[config.mk]
export PLATFORM = sky130hd
export DESIGN_NAME = lru_key_value_cache_unit
export DESIGN_NICKNAME = d
export VERILOG_FILES = /design/src/rtl/lkvc_pkg.sv /design/src/rtl/lru_key_value_cache_unit.sv /design/src/rtl/lkvc_ram.sv /design/src/rtl/lkvc_datapath.sv /design/src/rtl/lkvc_ctrl.sv
export SDC_FILE = /design/constraint.sdc
export NUM_CORES = 2
export LEC_CHECK = 0
export BUFFER_PORTS_ARGS = -buffer_cell sky130_fd_sc_hd__buf_2
export CAP_MARGIN = 20
export CORE_AREA = 2 2 380 382
export DETAILED_ROUTE_END_ITERATION = 8
export DIE_AREA = 0 0 382 384
export PLACE_DENSITY = 0.56
export SLEW_MARGIN = 40
export SYNTH_ARGS = -nofsm -noshare
export SYNTH_HDL_FRONTEND = slang
export SYNTH_HIERARCHICAL = 1
export SYNTH_SLANG_ARGS = --single-unit
[constraint.sdc]
create_clock -name clock -period 7.09 [get_ports clock]
set_clock_uncertainty 0.2 [all_clocks]
set_input_delay 1.418 -clock clock [delete_from_list [all_inputs] [get_ports clock]]
set_output_delay 1.418 -clock clock [all_outputs]
set_load 0.03 [all_outputs]
[src/rtl/lkvc_pkg.sv]
`timescale 1ns / 1ps
// ----------------------------------------------------------------------------
// lkvc_pkg
// Shared constants and controller/datapath interface types for the LRU
// key-value cache.
// ----------------------------------------------------------------------------
package lkvc_pkg;

   localparam int DEPTH_DEFAULT = 16;
   localparam int KEY_W         = 32;
   localparam int VALUE_W       = 32;
   localparam int CAP_W         = 5;

   localparam logic [CAP_W-1:0]   CAPACITY_RESET = 5'd16;
   localparam logic [VALUE_W-1:0] MISS_VALUE     = 32'hFFFF_FFFF;

   localparam logic REQ_GET = 1'b0;
   localparam logic REQ_SET = 1'b1;

   typedef struct packed {
      logic load;
      logic search;
      logic update;
      logic respond;
   } cmd_type;

   typedef struct packed {
      logic is_set;
   } status_type;

endpackage

[src/rtl/lru_key_value_cache_unit.sv]
`timescale 1ns / 1ps
// ----------------------------------------------------------------------------
// lru_key_value_cache_unit
// Fully associative key-value cache with least-recently-used replacement.
// ----------------------------------------------------------------------------
// A get passes through the search, update and read states and returns its
// result from the result register; a set ends after update, returning nothing.
// A new request is taken only in idle, after the search, rank update and value
// RAM read sequence; a get waits in read until the response slot is free.
// Reset: fill count and ranks clear, capacity returns to 16; no clearing pass.
module lru_key_value_cache_unit
   import lkvc_pkg::*;
#(
   parameter int DEPTH = DEPTH_DEFAULT
) (
   input  logic             clock,
   input  logic             reset,
   input  logic             req_tvalid,
   output logic             req_tready,
   input  logic [63:0]      req_tdata,  // lookup_key[31:0], store_value[63:32]
   input  logic             req_tuser,  // req_type
   output logic             rsp_tvalid,
   input  logic             rsp_tready,
   output logic [31:0]      rsp_tdata,  // read_value[31:0]
   output logic             rsp_tuser,  // hit
   input  logic             csr_valid,
   output logic             csr_ready,
   input  logic [CAP_W-1:0] csr_data
);

   cmd_type    cmd;
   status_type status;

   assign csr_ready = 1'b1;

   lkvc_ctrl u_ctrl (
      .clock      (clock),
      .reset      (reset),
      .req_tvalid (req_tvalid),
      .req_tready (req_tready),
      .rsp_tvalid (rsp_tvalid),
      .rsp_tready (rsp_tready),
      .status     (status),
      .cmd        (cmd)
   );

   lkvc_datapath #(
      .DEPTH (DEPTH)
   ) u_datapath (
      .clock     (clock),
      .reset     (reset),
      .cmd       (cmd),
      .status    (status),
      .req_type  (req_tuser),
      .req_key   (req_tdata[31:0]),
      .req_value (req_tdata[63:32]),
      .csr_wr    (csr_valid && csr_ready),
      .csr_data  (csr_data),
      .rsp_hit   (rsp_tuser),
      .rsp_value (rsp_tdata)
   );

endmodule

[src/rtl/lkvc_ram.sv]
`timescale 1ns / 1ps
// ----------------------------------------------------------------------------
// lkvc_ram
// Generic single-write, single-read RAM with registered read data.
// ----------------------------------------------------------------------------
module lkvc_ram #(
   parameter int WIDTH = 32,
   parameter int DEPTH = 16,
   localparam int ADDR_W = (DEPTH > 1) ? $clog2(DEPTH) : 1
) (
   input  logic              clock,
   input  logic              wr_en,
   input  logic [ADDR_W-1:0] wr_addr,
   input  logic [WIDTH-1:0]  wr_data,
   input  logic              rd_en,
   input  logic [ADDR_W-1:0] rd_addr,
   output logic [WIDTH-1:0]  rd_data
);

   logic [WIDTH-1:0] mem_ff [DEPTH];
   logic [WIDTH-1:0] rd_data_ff;

   always_ff @(posedge clock) begin
      if (wr_en) begin
         mem_ff[wr_addr] <= wr_data;
      end
      if (rd_en) begin
         rd_data_ff <= mem_ff[rd_addr];
      end
   end

   assign rd_data = rd_data_ff;

endmodule

[src/rtl/lkvc_datapath.sv]
`timescale 1ns / 1ps
// ----------------------------------------------------------------------------
// lkvc_datapath
// Key cells with parallel compare, recency ranks, fill count, capacity
// register, value RAM and the result register.
// ----------------------------------------------------------------------------
module lkvc_datapath
   import lkvc_pkg::*;
#(
   parameter int DEPTH = DEPTH_DEFAULT,
   localparam int IDX_W = (DEPTH > 1) ? $clog2(DEPTH) : 1,
   localparam int CNT_W = $clog2(DEPTH + 1)
) (
   input  logic               clock,
   input  logic               reset,
   input  cmd_type            cmd,
   output status_type         status,
   input  logic               req_type,
   input  logic [KEY_W-1:0]   req_key,
   input  logic [VALUE_W-1:0] req_value,
   input  logic               csr_wr,
   input  logic [CAP_W-1:0]   csr_data,
   output logic               rsp_hit,
   output logic [VALUE_W-1:0] rsp_value
);

   localparam int CMP_W = (CNT_W > CAP_W) ? CNT_W : CAP_W;

   logic               req_type_ff;
   logic [KEY_W-1:0]   req_key_ff;
   logic [VALUE_W-1:0] req_value_ff;
   logic [KEY_W-1:0]   key_ff [DEPTH];
   logic [IDX_W-1:0]   age_ff [DEPTH];
   logic [IDX_W-1:0]   age_in [DEPTH];
   logic [DEPTH-1:0]   match_ff;
   logic [DEPTH-1:0]   match_in;
   logic [CNT_W-1:0]   fill_ff;
   logic [CNT_W-1:0]   fill_in;
   logic [CAP_W-1:0]   cap_ff;
   logic               rsp_hit_ff;
   logic [VALUE_W-1:0] rsp_value_ff;

   logic [CMP_W-1:0]   cap_ext;
   logic [CMP_W-1:0]   eff_cap;
   logic               full;
   logic               hit;
   logic               do_fill;
   logic [DEPTH-1:0]   filled;
   logic [DEPTH-1:0]   victim;
   logic [DEPTH-1:0]   free_slot;
   logic [DEPTH-1:0]   sel;
   logic [IDX_W-1:0]   sel_idx;
   logic [CNT_W-1:0]   old_age;
   logic [CNT_W-1:0]   sel_age;
   logic [CNT_W-1:0]   last_rank;
   logic [VALUE_W-1:0] ram_rdata;

   assign cap_ext   = CMP_W'(cap_ff);
   assign eff_cap   = (cap_ext == '0) ? CMP_W'(1) :
                      (cap_ext > CMP_W'(DEPTH)) ? CMP_W'(DEPTH) : cap_ext;
   assign full      = CMP_W'(fill_ff) >= eff_cap;
   assign hit       = |match_ff;
   assign do_fill   = req_type_ff && !hit && !full;
   assign last_rank = fill_ff - CNT_W'(1);

   always_comb begin
      sel_idx = '0;
      sel_age = '0;
      for (int i = 0; i < DEPTH; i++) begin
         filled[i]    = CNT_W'(i) < fill_ff;
         match_in[i]  = filled[i] && (key_ff[i] == req_key_ff);
         victim[i]    = filled[i] && (CNT_W'(age_ff[i]) == last_rank);
         free_slot[i] = CNT_W'(i) == fill_ff;
      end
      sel = hit ? match_ff : (full ? victim : free_slot);
      for (int i = 0; i < DEPTH; i++) begin
         if (sel[i]) begin
            sel_idx = sel_idx | IDX_W'(i);
            sel_age = sel_age | CNT_W'(age_ff[i]);
         end
      end
      old_age = do_fill ? fill_ff : sel_age;
      fill_in = do_fill ? fill_ff + CNT_W'(1) : fill_ff;
      for (int i = 0; i < DEPTH; i++) begin
         age_in[i] = age_ff[i];
         if (sel[i]) begin
            age_in[i] = '0;
         end else if (filled[i] && (CNT_W'(age_ff[i]) < old_age)) begin
            age_in[i] = age_ff[i] + IDX_W'(1);
         end
      end
   end

   always_ff @(posedge clock) begin
      if (reset) begin
         fill_ff <= '0;
         cap_ff  <= CAPACITY_RESET;
         for (int i = 0; i < DEPTH; i++) begin
            age_ff[i] <= '0;
         end
      end else begin
         if (csr_wr) begin
            cap_ff <= csr_data;
         end
         if (cmd.update && (req_type_ff || hit)) begin
            fill_ff <= fill_in;
            for (int i = 0; i < DEPTH; i++) begin
               age_ff[i] <= age_in[i];
            end
         end
      end
   end

   always_ff @(posedge clock) begin
      if (cmd.load) begin
         req_type_ff  <= req_type;
         req_key_ff   <= req_key;
         req_value_ff <= req_value;
      end
      if (cmd.search) begin
         match_ff <= match_in;
      end
      if (cmd.update && req_type_ff) begin
         for (int i = 0; i < DEPTH; i++) begin
            if (sel[i]) begin
               key_ff[i] <= req_key_ff;
            end
         end
      end
      if (cmd.respond) begin
         rsp_hit_ff   <= hit;
         rsp_value_ff <= hit ? ram_rdata : MISS_VALUE;
      end
   end

   lkvc_ram #(
      .WIDTH (VALUE_W),
      .DEPTH (DEPTH)
   ) u_value_ram (
      .clock   (clock),
      .wr_en   (cmd.update && req_type_ff),
      .wr_addr (sel_idx),
      .wr_data (req_value_ff),
      .rd_en   (cmd.update && !req_type_ff),
      .rd_addr (sel_idx),
      .rd_data (ram_rdata)
   );

   assign status.is_set = (req_type_ff == REQ_SET);
   assign rsp_hit       = rsp_hit_ff;
   assign rsp_value     = rsp_value_ff;

endmodule

[src/rtl/lkvc_ctrl.sv]
`timescale 1ns / 1ps
// ----------------------------------------------------------------------------
// lkvc_ctrl
// Request sequencer: accept, search, update, read, and result handoff.
// ----------------------------------------------------------------------------
module lkvc_ctrl
   import lkvc_pkg::*;
(
   input  logic       clock,
   input  logic       reset,
   input  logic       req_tvalid,
   output logic       req_tready,
   output logic       rsp_tvalid,
   input  logic       rsp_tready,
   input  status_type status,
   output cmd_type    cmd
);

   typedef enum logic [1:0] {
      IDLE,
      SEARCH,
      UPDATE,
      READ
   } state_type;

   state_type state_ff;
   logic      rsp_valid_ff;
   logic      slot_free;

   assign slot_free = !rsp_valid_ff || rsp_tready;

   always_comb begin
      cmd.load    = (state_ff == IDLE) && req_tvalid;
      cmd.search  = (state_ff == SEARCH);
      cmd.update  = (state_ff == UPDATE);
      cmd.respond = (state_ff == READ) && slot_free;
   end

   always_ff @(posedge clock) begin
      if (reset) begin
         state_ff     <= IDLE;
         rsp_valid_ff <= 1'b0;
      end else begin
         unique case (state_ff)
            IDLE: begin
               if (req_tvalid) begin
                  state_ff <= SEARCH;
               end
            end
            SEARCH: begin
               state_ff <= UPDATE;
            end
            UPDATE: begin
               state_ff <= status.is_set ? IDLE : READ;
            end
            READ: begin
               if (slot_free) begin
                  state_ff <= IDLE;
               end
            end
            default: begin
               state_ff <= IDLE;
            end
         endcase
         if (cmd.respond) begin
            rsp_valid_ff <= 1'b1;
         end else if (rsp_tready) begin
            rsp_valid_ff <= 1'b0;
         end
      end
   end

   assign req_tready = (state_ff == IDLE);
   assign rsp_tvalid = rsp_valid_ff;

endmodule

== After elaboration in Yosys (flattened, before gate mapping) ==
Memory sizes are Yosys's and may differ from the RTL's. A register that Yosys moved wholly into a read port is not among the register bits.
Cells that the tools add are included.
Word-level totals
  register bits: 127
  memory bits (writable): 1088
  input port bits: 75
  output and inout port bits: 36
  memories kept: 3
Memories
  u_datapath.key_ff: depth 16, bits a word 32, rd ports 16, clocked after memory_dff 0, wr ports 16, line lkvc_datapath.sv:32  | logic [KEY_W-1:0] key_ff [DEPTH];
  u_datapath.u_value_ram.mem_ff: depth 16, bits a word 32, rd ports 1, clocked after memory_dff 1, wr ports 1, line lkvc_ram.sv:20  | logic [WIDTH-1:0] mem_ff [DEPTH];
  u_datapath.age_ff: depth 16, bits a word 4, rd ports 16, clocked after memory_dff 0, wr ports 16, line lkvc_datapath.sv:33  | logic [IDX_W-1:0] age_ff [DEPTH];
Cells by class
  $add $sub $neg: 18
  order comparisons: 34
  equal/unequal tests: 52
  mux-type cells: 145
  bitwise operators: 31
  reduce and logical (&&, ||, !) cells: 68
Operators with widths (count)
  32-bit == test: 16
  4-bit two-way mux: 57
  5-bit two-way mux: 18
  4-bit by 5-bit == test with 1-bit output: 16
  4-bit by 5-bit less-than comparator with 1-bit output: 16
  5-bit by 4-bit bitwise OR with 5-bit output: 15
  4-bit by 1-bit adder with 4-bit output, second input constant: 16
  1-bit two-way mux: 58
  1-bit logical AND: 55
  4-bit by 5-bit == test with 1-bit output, first input constant: 8
  4-bit by 5-bit less-than comparator with 1-bit output, first input constant: 8
  16-bit two-way mux: 2
  3-bit by 5-bit == test with 1-bit output, first input constant: 4
  3-bit by 5-bit less-than comparator with 1-bit output, first input constant: 4
  1-bit bitwise OR: 16
  16-bit OR reduction: 1
  3-bit two-way mux: 4
  2-bit by 5-bit == test with 1-bit output, first input constant: 2
  5-bit zero test: 2
  1-bit by 5-bit less-than comparator with 1-bit output, first input constant: 2
  2-bit by 5-bit less-than comparator with 1-bit output, first input constant: 2
  2-bit two-way mux: 5
  2-bit one-hot mux with 4 select lines: 1
  5-bit by 1-bit adder with 5-bit output, second input constant: 1
  13 further kinds: 19

== Longest topological paths before layout ==
  depth after elaboration: 43
  depth in mapped cells: 25

== Modules after synthesis ==
Netlist, hierarchy kept.
Modules (own cells, without submodules)
  lkvc_datapath: times used 1, cells an instance 2241, area an instance 32207.1 um^2, sequential area each 20920.1 um^2
  lkvc_ram: times used 1, cells an instance 838, area an instance 20155.6 um^2, sequential area each 16335.7 um^2
  lkvc_ctrl: times used 1, cells an instance 18, area an instance 146.4 um^2, sequential area each 60.1 um^2
  lru_key_value_cache_unit: times used 1, cells an instance 2, area an instance 11.3 um^2, sequential area each 0.0 um^2

== Worst setup path after synthesis ==
Ideal clock, no wire load.
  path kind: reg2reg
  from: register u_datapath.fill_ff[0]
  to: memory u_datapath.u_value_ram.mem_ff[0][0], enable pin
  data arrival time: 6.123 ns
  path slack: 0.306 ns
  cell stages (with the launch flop): 18
  path buffers: 5
  clock period less this slack: 6.784 ns
  cell sequence: dfxtp_1 -> buf_2 -> buf_6 -> buf_2 -> inv_1 -> ha_1 -> nand2b_1 -> a31oi_1 -> o21a_1 -> buf_2 -> buf_1 -> nor2_1 -> a221oi_1 -> inv_1 -> nor4_1 -> nand2_1 -> or3b_2 -> nor3_1
Between the ends
  elaborated cells on any way between the ends: 79
  classes of those cells: 1 x add/sub; 16 x order compare; 30 x eq/ne; 17 x mux; 15 x reduce/logical
RTL lines
  start: declaration: line lkvc_datapath.sv:37  | logic [CNT_W-1:0] fill_ff;
  start signal: assignment: line lkvc_datapath.sv:106  | fill_ff <= fill_in;
  5-bit by 1-bit subtractor with 5-bit output *: line lkvc_datapath.sv:64  | assign last_rank = fill_ff - CNT_W'(1);
  via u_datapath.last_rank[0]: line lkvc_datapath.sv:55  | logic [CNT_W-1:0] last_rank;
  4-bit by 5-bit == test with 1-bit output: line lkvc_datapath.sv:72  | victim[i] = filled[i] && (CNT_W'(age_ff[i]) == last_rank);
  1-bit logical AND: line lkvc_datapath.sv:72
  16-bit two-way mux * (2 in series): line lkvc_datapath.sv:75  | sel = hit ? match_ff : (full ? victim : free_slot);
  4-bit two-way mux (7 in series): line lkvc_datapath.sv:77  | if (sel[i]) begin
  4-bit two-way mux *: line lkvc_datapath.sv:77
  via u_datapath.sel_idx[3]: line lkvc_datapath.sv:52  | logic [IDX_W-1:0] sel_idx;
  end: declaration: line lkvc_ram.sv:20
The timed path passes the listed nets; every way through them passes the cells marked *.

==> impl_metrics.json <==
{
  "stdcell_area_um2": 60200,
  "finalMaxSlewViolations": 0,
  "initial_utilization_pct": 36.8,
  "grt_pass1_wl_um": 198000,
  "finish.utilization_pct": 42.2,
  "drc": 0,
  "routedWlPerCell_um": 25.7,
  "finish.cell_count_without_fillers": 5319,
  "detailedRoute.firstPassIterationCount": 9,
  "placed_instance_count": 5092,
  "max-clock-path-buffers": 3,
  "static-leakage-power_nw": 20.2,
  "final.period_utilization_pct": 81.6,
  "synth-edff-count": 1234,
  "via_count": 28192,
  "cts_inserted_buffers": 130,
  "final_layout_size_suffix_gt1_share_pct": 17.7,
  "postRouteAntennaNets": 0,
  "core_area_um2": 143000,
  "area_delta_synth_final_pct": 14.7,
  "cellPowerDensity_nw_per_um2": 260,
  "cts.htree.levels": 4,
  "critical_path.cell_chain": "inv_1 -> ha_1 -> buf_4 -> xnor2_1 -> or3_1 -> nor4_1 -> a21oi_1 -> o21bai_1 -> a22oi_1 -> nand4_1 -> o22ai_1 -> buf_4 -> ha_1 -> a21o_1 -> a21oi_1 -> nand2_1 -> nand2_1 -> o21ai_0 -> or3_1 -> o21bai_1",
  "synth.top_cells.by_count": "edfxtp_1 (1234), xor2_1 (393), xnor2_1 (209)",
  "synth.yosys.warnings": 6,
  "max-vdd-ir-drop_uv": 196,
  "setup_viol_count_final": 0,
  "rsz0062_at_grt": "no",
  "floorplan.die.height_um": 384,
  "cts_tree": "built",
  "postCtsResizedCells": 0,
  "mappedNetlistNets": 3248,
  "dieWidth_um": 382,
  "fmax_ghz": 0.173,
  "initialDrtViolationCount": 2950,
  "yosys.cell_types.count": 80,
  "worstPathRequired_ns": 7.31,
  "routabilityCongestion": 0.948,
  "timing.slew.headroom_pct": 38.7,
  "clk_pin_slew_worst_paths_ns": 0.06,
  "worst_hold_class": "reg -> reg",
  "port-buffer-count": 109,
  "timing.hold.worst_path_depth": 2,
  "floorplan.die_area_um2": 147000,
  "timing.critical_path.from_type": "flip-flop",
  "async_flop_share_pct": 0,
  "post_synth.cell_area_avg_um2": 16.9,
  "synthDominantCellAreaShare_pct": 70.6,
  "setup_tns_ns": 0,
  "yosysMostFrequentCell": "edfxtp_1",
  "worst_path_largest_cell_delay_ns": 0.59,
  "wl_um": 137000,
  "outcome": "completed",
  "dpl_cell_area_um2": 56200,
  "cap_violations": 0,
  "fin_crit_ns": 5.79,
  "netlist.top_cell.by_area": "edfxtp_1",
  "synth_cells": 3099,
  "netlist_top_cells_area": "edfxtp_1 (71%), xor2_1 (6.6%), mux4_2 (5.5%), xnor2_1 (3.5%), ha_1 (1.8%)",
  "cts.root.buffer_cell": "clkbuf_16",
  "clk_latency_ns": 0.76,
  "cts.sinks": 1247,
  "grt-ovfl-total": 0,
  "worst_pin_slew_ns": 0.913,
  "nets": 3470,
  "synth_sequential_area_ratio_pct": 71.1,
  "synthesis.area_um2": 52500,
  "worst-endpoint-arrival_ns": 6.01,
  "cts.repair_timing.setup_buffer_count": 0,
  "grt_pass1_vias": 27924,
  "largest_net_degree_at_the_start_of_global_routing": 121,
  "global_route.usage.total_pct": 18.6,
  "critical_path.slowest_cell": "nor4_1",
  "endpoint_kind_of_the_worst_setup_timing_path": "flip-flop",
  "viasPerCell": 5.30,
  "grt_antenna_before_repair": 5,
  "num_rows": 139,
  "layout.filler_cells": 12618,
  "postCtsHoldBufs": 0,
  "synth_ff_type": "edfxtp_1",
  "yosys_register_bits": 1247,
  "timing_hold_violations_final": 0,
  "r2r.worst_path.cells": 20,
  "floorplan.io_pins": 111,
  "post-dp-hpwl_um": 82200,
  "timing.setup.critical_path_class": "reg -> reg",
  "critPathMaxFanout": 13
}
## cell families after synthesis
| family | share of synthesized area, % |
|---|---|
| AOI/OAI and AO/OA | 3.76 |
| muxes | 5.58 |
| xor gates and xnor gates | 10.5 |
| adders and majority gates | 1.76 |
| buffers and inverters | 1.55 |
| DFF | 71.1 |
| other | 0.00714 |
| and+or+nand+nor | 5.82 |
## per-stage QoR
stage	total power, W	worst slack [ns]	hold slack [ns]
final	0.0156	1.30	0.301
after global routing	0.0161	1.01	0.314
after CTS	0.0158	1.27	0.301
after detailed placement	0.00929	1.27	0.285
after global placement	0.00928	1.06	0.282
after floorplan	0.00894	0.306	0.261
## sequential cells by signal (all words and copies together), names as in the netlist
register and flops:
u_datapath/key_ff 512, u_datapath/u_value_ram/mem_ff 512, u_datapath/age_ff 64, u_datapath/req_key_ff 32
u_datapath/req_value_ff 32, u_datapath/rsp_value 32, u_datapath/u_value_ram/rd_data 32, u_datapath/match_ff 16
u_datapath/cap_ext 5, u_datapath/fill_ff 5, u_ctrl/state_ff 2, u_ctrl/rsp_tvalid 1
u_datapath/rsp_hit 1, u_datapath/status 1
## cells in the final DEF, fill, tap and decap left out, types with 28 or more instances in the layout
cell and n:
clkbuf_16 133, buf_4 124, a21oi_1 28, nand2b_1 47, nand3_1 57, nand4_1 62, inv_1 29, ha_1 74
xor2_1 393, a22oi_1 74, nor2_1 105, nand2_1 75, nor3_1 31, xnor2_1 209, nor4_1 115, clkbuf_1 32
buf_2 109, mux4_2 128, edfxtp_1 1234
## critical path: cells and delay by family, from the launching register on
family / cells / cell delay (ns)
xor gates and xnor gates: 1 / 0.11
adders and majority gates: 2 / 0.67
AOI/OAI and AO/OA: 8 / 1.66
and+or+nand+nor: 6 / 1.60
DFF: 1 / 0.42
buffers and inverters: 3 / 0.78
## worst paths after layout
| path | start | endpoint | slack (ns) |
|---|---|---|---|
| min | u_datapath/cap_ext[0] | u_datapath/cap_ext[0] | 0.30 |
| max | u_datapath/fill_ff[0] | u_datapath/age_ff[1][14] | 1.30 |
| min reg2reg | u_datapath/cap_ext[0] | u_datapath/cap_ext[0] | 0.30 |
| max reg2reg | u_datapath/fill_ff[0] | u_datapath/age_ff[1][14] | 1.30 |
## report_power, final
| part | switching, W | internal (W) |
|---|---|---|
| sequential | 0.000143 | 0.00825 |
| combinational | 0.000493 | 0.000251 |
| clock | 0.00279 | 0.00371 |
| total | 0.00342 | 0.0122 |
## layout make-up
type / instances / area (um^2) / share of cell area [%]
flip-flops and latches: 1247 / 37300 / 62.0
multi-input cells: 1664 / 14600 / 24.3
clock buffers: 165 / 3450 / 5.73
well taps: 1903 / 2380 / 3.95
repair buffers: 248 / 1760 / 2.93
clock inverters: 61 / 571 / 0.947
inverters: 30 / 113 / 0.187
diodes: 1 / 2.50 / 0.00416
## routing by layer
| layer | part of all wire, % | up-vias | wire length [um] | global-route usage (%) |
|---|---|---|---|---|
| met5 | 0.0058 | - | 8 | 0 |
| met4 | 2.6 | 2 | 3580 | 5.91 |
| met3 | 6.3 | 208 | 8620 | 3.51 |
| met2 | 45 | 974 | 61800 | 28.4 |
| met1 | 46 | 14559 | 62700 | 26.8 |
| li1 | - | 12449 | - | - |
No activity file was read; power rests on OpenSTA's default activity.
